[src/hw/rtl/rfpw_pkg.sv]
// rfpw_pkg: shared types and constants of the rectangle fill pixel writer
// used by every module of the block; depends on nothing

package rfpw_pkg;

  // configuration register indexes
  localparam logic [2:0] REG_FILL_ENABLE    = 3'd0;
  localparam logic [2:0] REG_SCREEN_WIDTH   = 3'd1;
  localparam logic [2:0] REG_SCREEN_HEIGHT  = 3'd2;
  localparam logic [2:0] REG_LINE_PITCH     = 3'd3;
  localparam logic [2:0] REG_BITS_PER_PIXEL = 3'd4;
  localparam logic [2:0] REG_BASE_ADDRESS   = 3'd5;

  localparam int CfgDataW = 48;
  localparam int SideW    = 14;
  localparam int PitchW   = 16;
  localparam int OutAddrW = 48;

  // command codes of an input word and of a queue entry
  localparam logic CMD_START   = 1'b0;
  localparam logic CMD_ADVANCE = 1'b1;

  // pixel depths and write sizes
  localparam logic [7:0] BPP_32  = 8'd32;
  localparam logic [7:0] BPP_24  = 8'd24;
  localparam logic [2:0] BYTES_3 = 3'd3;
  localparam logic [2:0] BYTES_4 = 3'd4;
  localparam logic [7:0] BYTE_ZERO = 8'h00;

  // queue slots between front and back
  localparam int QueueDepth = 2;

  typedef struct packed {
    logic                fill_enable;
    logic [SideW-1:0]    screen_width;
    logic [SideW-1:0]    screen_height;
    logic [PitchW-1:0]   line_pitch;
    logic [7:0]          bits_per_pixel;
    logic [CfgDataW-1:0] base_address;
  } cfg_t;

endpackage

[src/hw/rtl/rfpw_front.sv]
// rfpw_front: classifies input words, clips start rectangles, drops ignored starts
// and forms the row offset product; depends on rfpw_pkg

module rfpw_front #(
  parameter int MAX_SIDE = 8192
) (
  input  logic                            word_accept,
  input  logic                            cmd,
  input  logic [15:0]                     rect_x,
  input  logic [15:0]                     rect_y,
  input  logic [15:0]                     rect_width,
  input  logic [15:0]                     rect_height,
  input  logic [31:0]                     fill_colour,
  input  rfpw_pkg::cfg_t                  cfg,
  output logic                            push,
  output logic                            entry_kind,
  output logic [$clog2(MAX_SIDE)-1:0]     entry_x,
  output logic [$clog2(MAX_SIDE)-1:0]     entry_y,
  output logic [$clog2(MAX_SIDE+1)-1:0]   entry_end_col,
  output logic [$clog2(MAX_SIDE+1)-1:0]   entry_end_row,
  output logic [31:0]                     entry_colour,
  output logic [$clog2(MAX_SIDE)+15:0]    entry_prod
);

  localparam int PosW = $clog2(MAX_SIDE);
  localparam int EndW = $clog2(MAX_SIDE + 1);
  localparam int ProdW = PosW + rfpw_pkg::PitchW;
  localparam logic [16:0] MaxSide17 = 17'(MAX_SIDE);

  logic [16:0] sw;
  logic [16:0] sh;
  logic [16:0] x_end;
  logic [16:0] y_end;
  logic        depth_ok;
  logic        start_ok;

  // screen sides are limited to the largest supported side
  assign sw = (17'(cfg.screen_width) > MaxSide17) ? MaxSide17 : 17'(cfg.screen_width);
  assign sh = (17'(cfg.screen_height) > MaxSide17) ? MaxSide17 : 17'(cfg.screen_height);

  assign depth_ok = (cfg.bits_per_pixel == rfpw_pkg::BPP_32) ||
                    (cfg.bits_per_pixel == rfpw_pkg::BPP_24);

  assign start_ok = cfg.fill_enable && depth_ok &&
                    (17'(rect_x) < sw) && (17'(rect_y) < sh) &&
                    (rect_width != 16'd0) && (rect_height != 16'd0);

  // sums kept one bit wider so they never wrap
  assign x_end = 17'(rect_x) + 17'(rect_width);
  assign y_end = 17'(rect_y) + 17'(rect_height);

  assign push          = word_accept && ((cmd == rfpw_pkg::CMD_ADVANCE) || start_ok);
  assign entry_kind    = cmd;
  assign entry_x       = PosW'(rect_x);
  assign entry_y       = PosW'(rect_y);
  assign entry_end_col = EndW'((x_end > sw) ? sw : x_end);
  assign entry_end_row = EndW'((y_end > sh) ? sh : y_end);
  assign entry_colour  = fill_colour;
  assign entry_prod    = ProdW'(entry_y) * ProdW'(cfg.line_pitch);

endmodule

[src/hw/rtl/rfpw_queue.sv]
// rfpw_queue: small first-in first-out buffer between front and back
// depends on rfpw_pkg for its depth

module rfpw_queue #(
  parameter int WIDTH = 8
) (
  input  logic             clk,
  input  logic             rst,
  input  logic             push,
  input  logic [WIDTH-1:0] wdata,
  input  logic             pop,
  output logic             full,
  output logic             not_empty,
  output logic [WIDTH-1:0] rdata
);

  localparam int Depth = rfpw_pkg::QueueDepth;
  localparam int PtrW  = (Depth > 1) ? $clog2(Depth) : 1;
  localparam int CntW  = $clog2(Depth + 1);

  logic [WIDTH-1:0] slots [Depth];
  logic [PtrW-1:0]  wr_ptr;
  logic [PtrW-1:0]  rd_ptr;
  logic [CntW-1:0]  count;
  logic             do_push;
  logic             do_pop;

  assign full      = (count == CntW'(Depth));
  assign not_empty = (count != '0);
  assign do_push   = push && !full;
  assign do_pop    = pop && not_empty;
  assign rdata     = slots[rd_ptr];

  always_ff @(posedge clk) begin
    if (rst) begin
      wr_ptr <= '0;
      rd_ptr <= '0;
      count  <= '0;
    end else begin
      if (do_push) begin
        wr_ptr <= (wr_ptr == PtrW'(Depth - 1)) ? '0 : wr_ptr + 1'b1;
      end
      if (do_pop) begin
        rd_ptr <= (rd_ptr == PtrW'(Depth - 1)) ? '0 : rd_ptr + 1'b1;
      end
      if (do_push && !do_pop) begin
        count <= count + 1'b1;
      end else if (do_pop && !do_push) begin
        count <= count - 1'b1;
      end
    end
  end

  always_ff @(posedge clk) begin
    if (do_push) begin
      slots[wr_ptr] <= wdata;
    end
  end

endmodule

[src/hw/rtl/rfpw_back.sv]
// rfpw_back: fill state, pixel address generation and the output register
// depends on rfpw_pkg

module rfpw_back #(
  parameter int MAX_SIDE     = 8192,
  parameter int ADDRESS_BITS = 48
) (
  input  logic                            clk,
  input  logic                            rst,
  input  rfpw_pkg::cfg_t                  cfg,
  input  logic                            entry_valid,
  input  logic                            entry_kind,
  input  logic [$clog2(MAX_SIDE)-1:0]     entry_x,
  input  logic [$clog2(MAX_SIDE)-1:0]     entry_y,
  input  logic [$clog2(MAX_SIDE+1)-1:0]   entry_end_col,
  input  logic [$clog2(MAX_SIDE+1)-1:0]   entry_end_row,
  input  logic [31:0]                     entry_colour,
  input  logic [$clog2(MAX_SIDE)+15:0]    entry_prod,
  output logic                            pop,
  input  logic                            out_ready,
  output logic                            out_valid,
  output logic [rfpw_pkg::OutAddrW-1:0]   write_address,
  output logic [31:0]                     write_data,
  output logic [2:0]                      byte_count,
  output logic                            last
);

  localparam int PosW = $clog2(MAX_SIDE);
  localparam int EndW = $clog2(MAX_SIDE + 1);
  localparam int AW   = ADDRESS_BITS;

  logic            busy;
  logic [PosW-1:0] left_column;
  logic [PosW-1:0] current_column;
  logic [PosW-1:0] current_row;
  logic [EndW-1:0] end_column;
  logic [EndW-1:0] end_row;
  logic [31:0]     held_colour;
  logic [AW-1:0]   row_address;

  logic            out_free;
  logic            four_bytes;
  logic            depth_ok;
  logic            do_start;
  logic            do_advance;
  logic            do_abort;
  logic [EndW:0]   col_inc;
  logic [EndW:0]   row_inc;
  logic            col_end;
  logic            row_end;
  logic [PosW+1:0] col_offset;
  logic [AW-1:0]   pixel_address;
  logic [AW-1:0]   next_row_address;
  logic [AW-1:0]   start_row_address;

  assign out_free   = !out_valid || out_ready;
  assign pop        = entry_valid && out_free;
  assign four_bytes = (cfg.bits_per_pixel == rfpw_pkg::BPP_32);
  assign depth_ok   = four_bytes || (cfg.bits_per_pixel == rfpw_pkg::BPP_24);

  assign do_start   = pop && (entry_kind == rfpw_pkg::CMD_START);
  assign do_advance = pop && (entry_kind == rfpw_pkg::CMD_ADVANCE) && busy &&
                      cfg.fill_enable && depth_ok;
  // registers went bad under a running fill: drop it silently
  assign do_abort   = pop && (entry_kind == rfpw_pkg::CMD_ADVANCE) && busy &&
                      !(cfg.fill_enable && depth_ok);

  assign col_inc = (EndW+1)'(current_column) + 1'b1;
  assign row_inc = (EndW+1)'(current_row) + 1'b1;
  assign col_end = (col_inc >= {1'b0, end_column});
  assign row_end = (row_inc >= {1'b0, end_row});

  // column times 4, or times 3 as 2x + x
  assign col_offset = four_bytes ? {current_column, 2'b00}
                                 : ({1'b0, current_column, 1'b0} + {2'b00, current_column});

  assign pixel_address     = row_address + AW'(col_offset);
  assign next_row_address  = row_address + AW'(cfg.line_pitch);
  assign start_row_address = AW'(cfg.base_address) + AW'(entry_prod);

  always_ff @(posedge clk) begin
    if (rst) begin
      busy      <= 1'b0;
      out_valid <= 1'b0;
    end else begin
      if (out_free) begin
        out_valid <= do_advance;
      end
      if (do_start) begin
        busy <= 1'b1;
      end else if (do_abort) begin
        busy <= 1'b0;
      end else if (do_advance && col_end && row_end) begin
        busy <= 1'b0;
      end
    end
  end

  always_ff @(posedge clk) begin
    if (do_start) begin
      left_column    <= entry_x;
      current_column <= entry_x;
      current_row    <= entry_y;
      end_column     <= entry_end_col;
      end_row        <= entry_end_row;
      held_colour    <= entry_colour;
      row_address    <= start_row_address;
    end else if (do_advance) begin
      if (!col_end) begin
        current_column <= PosW'(col_inc);
      end else if (!row_end) begin
        current_column <= left_column;
        current_row    <= PosW'(row_inc);
        row_address    <= next_row_address;
      end
    end
    if (do_advance) begin
      write_address <= rfpw_pkg::OutAddrW'(pixel_address);
      write_data    <= four_bytes ? held_colour : {rfpw_pkg::BYTE_ZERO, held_colour[23:0]};
      byte_count    <= four_bytes ? rfpw_pkg::BYTES_4 : rfpw_pkg::BYTES_3;
      last          <= col_end && row_end;
    end
  end

endmodule

[src/hw/rtl/rect_fill_pixel_writer.sv]
// rect_fill_pixel_writer: top level of the rectangle fill engine
// holds the configuration registers; instantiates rfpw_front, rfpw_queue, rfpw_back
//
// A start word (tuser = 0) loads a rectangle and a colour; the rectangle is clipped
// to the screen and dropped when the block is disabled, the depth is not 24 or 32 bits,
// the origin lies off screen or a side is zero. Each advance word (tuser = 1) then
// yields one pixel write, row by row and left to right, at base + row*pitch +
// column*bytes, with tlast on the final pixel; an advance with no fill running gives
// nothing. The block takes one word per clock while the queue has room and gives up to
// one pixel write per clock: the front classifies and clips in the accepting cycle and
// forms row*pitch with one 16-bit multiplier, a two-entry queue follows, and the back
// updates its counters and loads the output register per entry; a taken advance word
// passes the queue and then the output register. Either side may stall without stopping
// the other until the queue is full. Configuration must be written by the user only while
// no word waits in the queue or at the output; the block itself does not enforce this.

module rect_fill_pixel_writer #(
  parameter int MAX_SIDE     = 8192,
  parameter int ADDRESS_BITS = 48
) (
  input  logic        clk,
  input  logic        rst,
  // configuration write port
  input  logic        cfg_we,
  input  logic [2:0]  cfg_index,
  input  logic [47:0] cfg_data,
  // input words
  input  logic        s_tvalid,
  output logic        s_tready,
  input  logic [95:0] s_tdata,   // rect_x, rect_y, rect_width, rect_height, fill_colour
  input  logic        s_tuser,   // cmd
  // pixel writes
  output logic        m_tvalid,
  input  logic        m_tready,
  output logic [87:0] m_tdata,   // write_address, write_data, byte_count, zero pad
  output logic        m_tlast
);

  localparam int PosW   = $clog2(MAX_SIDE);
  localparam int EndW   = $clog2(MAX_SIDE + 1);
  localparam int ProdW  = PosW + rfpw_pkg::PitchW;
  localparam int QueueW = 1 + 2 * PosW + 2 * EndW + 32 + ProdW;

  rfpw_pkg::cfg_t cfg;

  // front to queue
  logic              push;
  logic              f_kind;
  logic [PosW-1:0]   f_x;
  logic [PosW-1:0]   f_y;
  logic [EndW-1:0]   f_end_col;
  logic [EndW-1:0]   f_end_row;
  logic [31:0]       f_colour;
  logic [ProdW-1:0]  f_prod;

  // queue to back
  logic              q_full;
  logic              q_not_empty;
  logic              pop;
  logic [QueueW-1:0] q_rdata;
  logic              b_kind;
  logic [PosW-1:0]   b_x;
  logic [PosW-1:0]   b_y;
  logic [EndW-1:0]   b_end_col;
  logic [EndW-1:0]   b_end_row;
  logic [31:0]       b_colour;
  logic [ProdW-1:0]  b_prod;

  // output fields
  logic [rfpw_pkg::OutAddrW-1:0] write_address;
  logic [31:0]                   write_data;
  logic [2:0]                    byte_count;

  // configuration registers, each masked to its own width
  always_ff @(posedge clk) begin
    if (rst) begin
      cfg.fill_enable    <= 1'b0;
      cfg.screen_width   <= '0;
      cfg.screen_height  <= '0;
      cfg.line_pitch     <= '0;
      cfg.bits_per_pixel <= rfpw_pkg::BPP_32;
      cfg.base_address   <= '0;
    end else if (cfg_we) begin
      case (cfg_index)
        rfpw_pkg::REG_FILL_ENABLE:    cfg.fill_enable    <= cfg_data[0];
        rfpw_pkg::REG_SCREEN_WIDTH:   cfg.screen_width   <= cfg_data[rfpw_pkg::SideW-1:0];
        rfpw_pkg::REG_SCREEN_HEIGHT:  cfg.screen_height  <= cfg_data[rfpw_pkg::SideW-1:0];
        rfpw_pkg::REG_LINE_PITCH:     cfg.line_pitch     <= cfg_data[rfpw_pkg::PitchW-1:0];
        rfpw_pkg::REG_BITS_PER_PIXEL: cfg.bits_per_pixel <= cfg_data[7:0];
        rfpw_pkg::REG_BASE_ADDRESS:   cfg.base_address   <= cfg_data;
        default: ;
      endcase
    end
  end

  // a word is taken whenever the queue has room
  assign s_tready = !q_full;

  rfpw_front #(
    .MAX_SIDE(MAX_SIDE)
  ) u_front (
    .word_accept   (s_tvalid && s_tready),
    .cmd           (s_tuser),
    .rect_x        (s_tdata[15:0]),
    .rect_y        (s_tdata[31:16]),
    .rect_width    (s_tdata[47:32]),
    .rect_height   (s_tdata[63:48]),
    .fill_colour   (s_tdata[95:64]),
    .cfg           (cfg),
    .push          (push),
    .entry_kind    (f_kind),
    .entry_x       (f_x),
    .entry_y       (f_y),
    .entry_end_col (f_end_col),
    .entry_end_row (f_end_row),
    .entry_colour  (f_colour),
    .entry_prod    (f_prod)
  );

  rfpw_queue #(
    .WIDTH(QueueW)
  ) u_queue (
    .clk       (clk),
    .rst       (rst),
    .push      (push),
    .wdata     ({f_kind, f_x, f_y, f_end_col, f_end_row, f_colour, f_prod}),
    .pop       (pop),
    .full      (q_full),
    .not_empty (q_not_empty),
    .rdata     (q_rdata)
  );

  assign {b_kind, b_x, b_y, b_end_col, b_end_row, b_colour, b_prod} = q_rdata;

  rfpw_back #(
    .MAX_SIDE     (MAX_SIDE),
    .ADDRESS_BITS (ADDRESS_BITS)
  ) u_back (
    .clk           (clk),
    .rst           (rst),
    .cfg           (cfg),
    .entry_valid   (q_not_empty),
    .entry_kind    (b_kind),
    .entry_x       (b_x),
    .entry_y       (b_y),
    .entry_end_col (b_end_col),
    .entry_end_row (b_end_row),
    .entry_colour  (b_colour),
    .entry_prod    (b_prod),
    .pop           (pop),
    .out_ready     (m_tready),
    .out_valid     (m_tvalid),
    .write_address (write_address),
    .write_data    (write_data),
    .byte_count    (byte_count),
    .last          (m_tlast)
  );

  // pack the write word, first field lowest
  assign m_tdata = {5'b00000, byte_count, write_data, write_address};

endmodule

[config.mk]
export PLATFORM = sky130hd
export DESIGN_NAME = rect_fill_pixel_writer
export DESIGN_NICKNAME = d
export VERILOG_FILES = /design/src/hw/rtl/rfpw_pkg.sv /design/src/hw/rtl/rfpw_front.sv /design/src/hw/rtl/rfpw_queue.sv /design/src/hw/rtl/rfpw_back.sv /design/src/hw/rtl/rect_fill_pixel_writer.sv
export SDC_FILE = /design/constraint.sdc
export NUM_CORES = 2
export LEC_CHECK = 0
export BUFFER_PORTS_ARGS = -buffer_cell sky130_fd_sc_hd__clkbuf_2
export CAP_MARGIN = 5
export CORE_MARGIN = 2
export CORE_UTILIZATION = 60
export CTS_CLUSTER_SIZE = 20
export DETAILED_ROUTE_END_ITERATION = 8
export PLACE_DENSITY = 0.82
export SYNTH_ARGS = -nofsm -noshare
export SYNTH_HDL_FRONTEND = slang
export SYNTH_SLANG_ARGS = --single-unit
[constraint.sdc]
create_clock -name clk -period 23.8 [get_ports clk]
set_input_delay 1.19 -clock clk [delete_from_list [all_inputs] [get_ports clk]]
set_output_delay 1.19 -clock clk [all_outputs]
set_load 0.1 [all_outputs]
==> report_table.html <==
<table>
<tr><th>Metric</th><th>Value</th></tr>
<tr><th colspan="2">Worst setup path</th></tr>
<tr><td>Slowest cell on the critical path</td><td>sky130_fd_sc_hd__fa_1</td></tr>
<tr><td>CP dominant cell by count</td><td>sky130_fd_sc_hd__fa_1</td></tr>
<tr><td>Sort of element at the end of the critical path</td><td>register</td></tr>
<tr><td>Path type of the worst setup path</td><td>input port to register</td></tr>
<tr><td>Type of origin of the critical path</td><td>input port</td></tr>
<tr><td>Buf+Inv Stages, Crit Path</td><td>4</td></tr>
<tr><td>Worst Path Required</td><td>24.13 ns</td></tr>
<tr><td>Cell-by-cell trace of the critical path</td><td>clkbuf_2 &gt; nand2_1 &gt; fa_1 &gt; fa_1 &gt; inv_1 &gt; fa_1 &gt; fa_1 &gt; inv_1 &gt; fa_1 &gt; inv_1 &gt; ha_1 &gt; nand4_1 &gt; nor3_1 &gt; o31a_1 &gt; o2111ai_1 &gt; a21oi_1 &gt; a31o_2 &gt; a21oi_1 &gt; o21ai_1 &gt; xnor2_1</td></tr>
<tr><td>Critical R2R Capture</td><td>u_queue.slots[0][28]$_DFFE_PP_</td></tr>
<tr><td>Category of cells accounting for the largest share of critical-path delay</td><td>adder cells</td></tr>
<tr><td>Depth of the critical timing path with buffers and inverters included</td><td>20</td></tr>
<tr><td>Maximum fanout along the worst path</td><td>20</td></tr>
<tr><td>Reg-to-reg setup timing slack</td><td>17.72 ns</td></tr>
<tr><td>Data arrival, critical path</td><td>around 6.7 ns</td></tr>
<tr><td>Biggest cell delay along the critical path</td><td>roughly 0.56 ns</td></tr>
<tr><td>Reg-to-reg startpoint</td><td>cfg[57]$_SDFFE_PP0P_</td></tr>
<tr><td>Launching instance or port of the critical path</td><td>s_tdata[28]</td></tr>
<tr><td>Worst Reg2Reg Path Length in Cells</td><td>19</td></tr>
<tr><th colspan="2">Power</th></tr>
<tr><td>Worst IR Drop VDD</td><td>63.88 uV</td></tr>
<tr><td>Switching part of the total</td><td>32.27%</td></tr>
<tr><td>Internal power of the cells</td><td>between 2 and 2.5 mW</td></tr>
<tr><td>Flop pwr share</td><td>42.3%</td></tr>
<tr><td>Total net switching power</td><td>1.041 mW</td></tr>
<tr><td>Total leakage power</td><td>between 15 and 20 nW</td></tr>
<tr><td>Share of total power in the clock network</td><td>~28%</td></tr>
<tr><td>Gate power share</td><td>between 20% and 30%</td></tr>
<tr><td>Pwr dens</td><td>80.95 nW/um2</td></tr>
<tr><th colspan="2">STA</th></tr>
<tr><td>Fmax achieved</td><td>158.2 MHz</td></tr>
<tr><td>Final Max Tran Viols</td><td>0</td></tr>
<tr><td>Share of the clock period used by the worst path</td><td>26.56%</td></tr>
<tr><td>Relative slew slack</td><td>22.22%</td></tr>
<tr><td>Post-Route Hold Slack</td><td>0.4194 ns</td></tr>
<tr><td>Final Hold Viols</td><td>0</td></tr>
<tr><td>Setup violation total in the final timing report</td><td>0</td></tr>
<tr><td>Actual transition at the worst max-transition pin</td><td>1.164 ns</td></tr>
<tr><td>Accumulated negative setup slack</td><td>0 ns</td></tr>
<tr><td>Final min period</td><td>6.322 ns</td></tr>
<tr><td>Unrepaired setup endpoints after global routing</td><td>no</td></tr>
<tr><td>Worst setup skew after layout</td><td>0.06501 ns</td></tr>
<tr><th colspan="2">Final layout</th></tr>
<tr><td>Filler instances</td><td>4404</td></tr>
<tr><td>Total non-filler cell area in the finished layout</td><td>39830 um2</td></tr>
<tr><td>Layout cell share with drive strength beyond 1</td><td>roughly 14%</td></tr>
<tr><td>Utilization of the core after routing</td><td>67.24%</td></tr>
<tr><td>Synthesis-to-layout area growth</td><td>10.35%</td></tr>
<tr><td>Sequential standard cell area</td><td>16040 um2</td></tr>
<tr><td>Multi-input gate area</td><td>between 15000 and 20000 um2</td></tr>
<tr><td>Nets</td><td>4131</td></tr>
<tr><th colspan="2">Synthesis</th></tr>
<tr><td>Number of synthesis warnings</td><td>0</td></tr>
<tr><td>Most used flip-flop cell after synthesis</td><td>sky130_fd_sc_hd__edfxtp_1</td></tr>
<tr><td>Mean post-synth cell area</td><td>10.74 um2</td></tr>
<tr><td>Fraction of synthesis flops using an asynchronous set or reset pin</td><td>0%</td></tr>
<tr><td>Part of the Yosys area used for sequential elements</td><td>44.43%</td></tr>
<tr><td>Top-area cell type share of the netlist area</td><td>~38%</td></tr>
<tr><td>Count of unique library cells instantiated by Yosys</td><td>86</td></tr>
<tr><td>Post-synth EDFFs</td><td>~460</td></tr>
<tr><td>Cell with the most instances after synthesis</td><td>sky130_fd_sc_hd__edfxtp_1</td></tr>
<tr><td>Post-synthesis cell type with the largest combined area</td><td>sky130_fd_sc_hd__edfxtp_1</td></tr>
<tr><td>Synth Cell Area</td><td>approximately 36000 um2</td></tr>
<tr><td>Most numerous cell types in the synthesized netlist</td><td>sky130_fd_sc_hd__edfxtp_1, sky130_fd_sc_hd__nand2_1, sky130_fd_sc_hd__inv_1</td></tr>
<tr><td>Flip-flop and latch count after synthesis</td><td>570</td></tr>
<tr><td>Cells after Synth</td><td>3360</td></tr>
<tr><td>Top cells by area in the synthesized netlist</td><td>sky130_fd_sc_hd__edfxtp_1, sky130_fd_sc_hd__ha_1, sky130_fd_sc_hd__fa_1</td></tr>
<tr><th colspan="2">Global route</th></tr>
<tr><td>First-pass GRT wire length</td><td>134000 um</td></tr>
<tr><td>Maximum number of pins on one net before global-route repair</td><td>94</td></tr>
<tr><td>Number of antenna violations at the first check in global routing</td><td>2</td></tr>
<tr><td>Number of global-route vias before repair</td><td>25460</td></tr>
<tr><td>Total GRT Usage</td><td>27.08%</td></tr>
<tr><td>Remaining Overflow, GRT</td><td>0</td></tr>
<tr><th colspan="2">Clock network</th></tr>
<tr><td>H-tree levels</td><td>2</td></tr>
<tr><td>Number of buffers added for setup after CTS</td><td>0</td></tr>
<tr><td>Clock buffer count from CTS</td><td>54</td></tr>
<tr><td>Clock transition at the registers of the reported paths</td><td>about 0.070 ns</td></tr>
<tr><td>Post-CTS Resized</td><td>0</td></tr>
<tr><td>Root Driver</td><td>sky130_fd_sc_hd__clkbuf_16</td></tr>
<tr><td>TritonCTS clock tree</td><td>done</td></tr>
<tr><td>Worst-skew pair later-pin latency</td><td>0.65 ns</td></tr>
<tr><td>CTS Sinks</td><td>570</td></tr>
<tr><td>Number of hold buffers added after CTS</td><td>0</td></tr>
<tr><td>Max Root-Sink Buffers</td><td>3</td></tr>
<tr><th colspan="2">Min path</th></tr>
<tr><td>Path type of the worst min-delay path</td><td>register to register</td></tr>
<tr><td>Startpoint of the lowest-slack hold path</td><td>u_back.held_colour[18]$_DFFE_PP_</td></tr>
<tr><td>Hold-critical path endpoint</td><td>u_back.write_data[18]$_DFFE_PP_</td></tr>
<tr><td>Hold Path Depth</td><td>0</td></tr>
<tr><th colspan="2">Placed design</th></tr>
<tr><td>Routability cong.</td><td>0.8966</td></tr>
<tr><td>Port-buffer cells</td><td>238</td></tr>
<tr><td>Hpwl dp</td><td>62170 um</td></tr>
<tr><td>Dpl cell area</td><td>37920 um2</td></tr>
<tr><th colspan="2">Route</th></tr>
<tr><td>Remaining routing DRC violations</td><td>0</td></tr>
<tr><td>Detailed-route wire length</td><td>approximately 84000 um</td></tr>
<tr><td>Via/cell ratio</td><td>5.848</td></tr>
<tr><td>Routed wire per std cell</td><td>19.24 um</td></tr>
<tr><td>Via count</td><td>25590</td></tr>
<tr><td>Detailed-router iteration count before antenna repair</td><td>7</td></tr>
<tr><td>Iteration-0 DRC count of the detailed router</td><td>1934</td></tr>
<tr><td>ANT nets after route</td><td>0</td></tr>
<tr><th colspan="2">Status</th></tr>
<tr><td>Outcome</td><td>finished, final reports clean</td></tr>
<tr><th colspan="2">Flow run</th></tr>
<tr><td>Max-cap check violation count</td><td>0</td></tr>
<tr><th colspan="2">Floorplanning</th></tr>
<tr><td>Cell row count</td><td>89</td></tr>
<tr><td>Initial core utilization</td><td>about three fifths</td></tr>
<tr><td>Full die area</td><td>62140 um2</td></tr>
<tr><td>Number of ports placed on the die boundary</td><td>about 240</td></tr>
<tr><td>Die Ht</td><td>249.3 um</td></tr>
<tr><td>Core ar.</td><td>slightly below 60000 um2</td></tr>
<tr><td>Horizontal die dimension</td><td>249.3 um</td></tr>
</table>
layer usage:
metal | track usage, % | routed length, um
met2 | 45.87 | 40990
met3 | 3.824 | 5778
met5 | 0 | 18
met1 | 36.27 | 34970
met4 | 8.365 | 2439
worst max path at each step:
stage          slack, ns                        endpoint
2_1_floorplan      15.20   u_queue.slots[0][0]$_DFFE_PP_
3_3_place_gp       17.00  u_queue.slots[0][28]$_DFFE_PP_
3_5_place_dp       16.89  u_queue.slots[0][28]$_DFFE_PP_
4_1_cts            17.51  u_queue.slots[0][28]$_DFFE_PP_
5_1_grt            17.26  u_queue.slots[0][28]$_DFFE_PP_
6_report           17.48  u_queue.slots[0][28]$_DFFE_PP_
registers in the layout (all words and copies together) (netlist names), named ones only:
register	flops
u_back.current_row	13
u_back.end_column	14
u_back.current_column	13
u_back.held_colour	32
u_back.byte_count	2
u_back.last	1
u_back.left_column	13
u_back.end_row	14
u_queue.slots	232
u_back.write_data	32
u_queue.wr_ptr	1
u_queue.count	2
u_back.out_valid	1
u_back.busy	1
cfg	101
u_queue.rd_ptr	1
u_back.row_address	48
u_back.write_address	48
layout make-up:
class                           instances  area share (%)
Tap cell                              773           2.428
Timing Repair Buffer                  255           3.317
Clock buffer                           80           4.106
Antenna cell                            2         0.01256
Clock inverter                         22          0.6754
Multi-Input combinational cell       2362           46.24
Inverter                              312           2.956
Sequential cell                       570           40.27
per-stage QoR:
step / std cells / total power [mW] / worst slack [ns]
floorplan: 3364 / 2.090 / 15.20
global placement: 4272 / 2.295 / 17.00
detailed placement: 4272 / 2.332 / 16.89
CTS: 4374 / 3.228 / 17.51
global route: 4374 / 3.388 / 17.26
finish: 4376 / 3.225 / 17.48
cells by family (layout without fill, tap and decap cells):
| logic type | Yosys count | after routing | share of synthesized area [%] |
|---|---|---|---|
| AND/OR/NAND/NOR | 1011 | 1011 | 13.27 |
| flip-flops | 570 | 570 | 44.43 |
| AO/OA/AOI/OAI | 541 | 541 | 9.273 |
| buffers and inverters | 432 | 669 | 4.666 |
| adder cells (fa/ha/maj) | 423 | 423 | 17.99 |
| XOR/XNOR | 207 | 207 | 5.023 |
| multiplexers | 175 | 175 | 5.342 |
| other | 1 | 7 | 0.01039 |
power groups by stage:
stage / combinational (mW) / clock, mW / sequential (mW)
global placement: 0.919 / 0 / 1.38
finish: 0.964 / 0.896 / 1.36
global route: 1.07 / 0.946 / 1.38
CTS: 0.960 / 0.905 / 1.36
detailed placement: 0.950 / 0 / 1.38
floorplan: 0.738 / 0 / 1.35
cells in the final DEF, fill, tap and decap left out, drive strengths merged, types with 5 or more instances in the layout:
master,Yosys,routed
edfxtp,462,462
nand2,460,460
clkbuf,98,317
inv,312,312
ha,263,263
a21oi,233,233
fa,160,160
nor2,135,135
mux2,123,123
and2,119,119
xnor2,115,115
o21ai,114,114
dfxtp,108,108
xor2,92,92
nand3,69,69
a21o,57,57
mux2i,52,52
nor2b,45,45
nor3,39,39
nand4,34,34
and3,31,31
o21a,28,28
nand2b,23,23
a211oi,21,21
buf,22,18
clkinv,0,18
nor4,16,16
o21bai,11,11
a31oi,11,11
and4,9,9
or3,8,8
o211ai,8,8
o31ai,7,7
or2,5,5
a31o,5,5
conb,1,5
worst register-to-register path, cell delays in order (launching register included):
cell,delay (ns)
sky130_fd_sc_hd__dfxtp_1,0.76
sky130_fd_sc_hd__nand2_1,0.17
sky130_fd_sc_hd__fa_1,0.53
sky130_fd_sc_hd__fa_1,0.56
sky130_fd_sc_hd__inv_1,0.06
sky130_fd_sc_hd__fa_1,0.51
sky130_fd_sc_hd__fa_1,0.55
sky130_fd_sc_hd__inv_1,0.05
sky130_fd_sc_hd__fa_1,0.52
sky130_fd_sc_hd__inv_1,0.04
sky130_fd_sc_hd__ha_1,0.39
sky130_fd_sc_hd__nand4_1,0.14
sky130_fd_sc_hd__nor3_1,0.06
sky130_fd_sc_hd__o31a_1,0.33
sky130_fd_sc_hd__o2111ai_1,0.23
sky130_fd_sc_hd__a21oi_1,0.12
sky130_fd_sc_hd__a31o_2,0.26
sky130_fd_sc_hd__a21oi_1,0.22
sky130_fd_sc_hd__o21ai_1,0.12
sky130_fd_sc_hd__xnor2_1,0.15
Note: power is estimated with default switching activity, not from simulation.
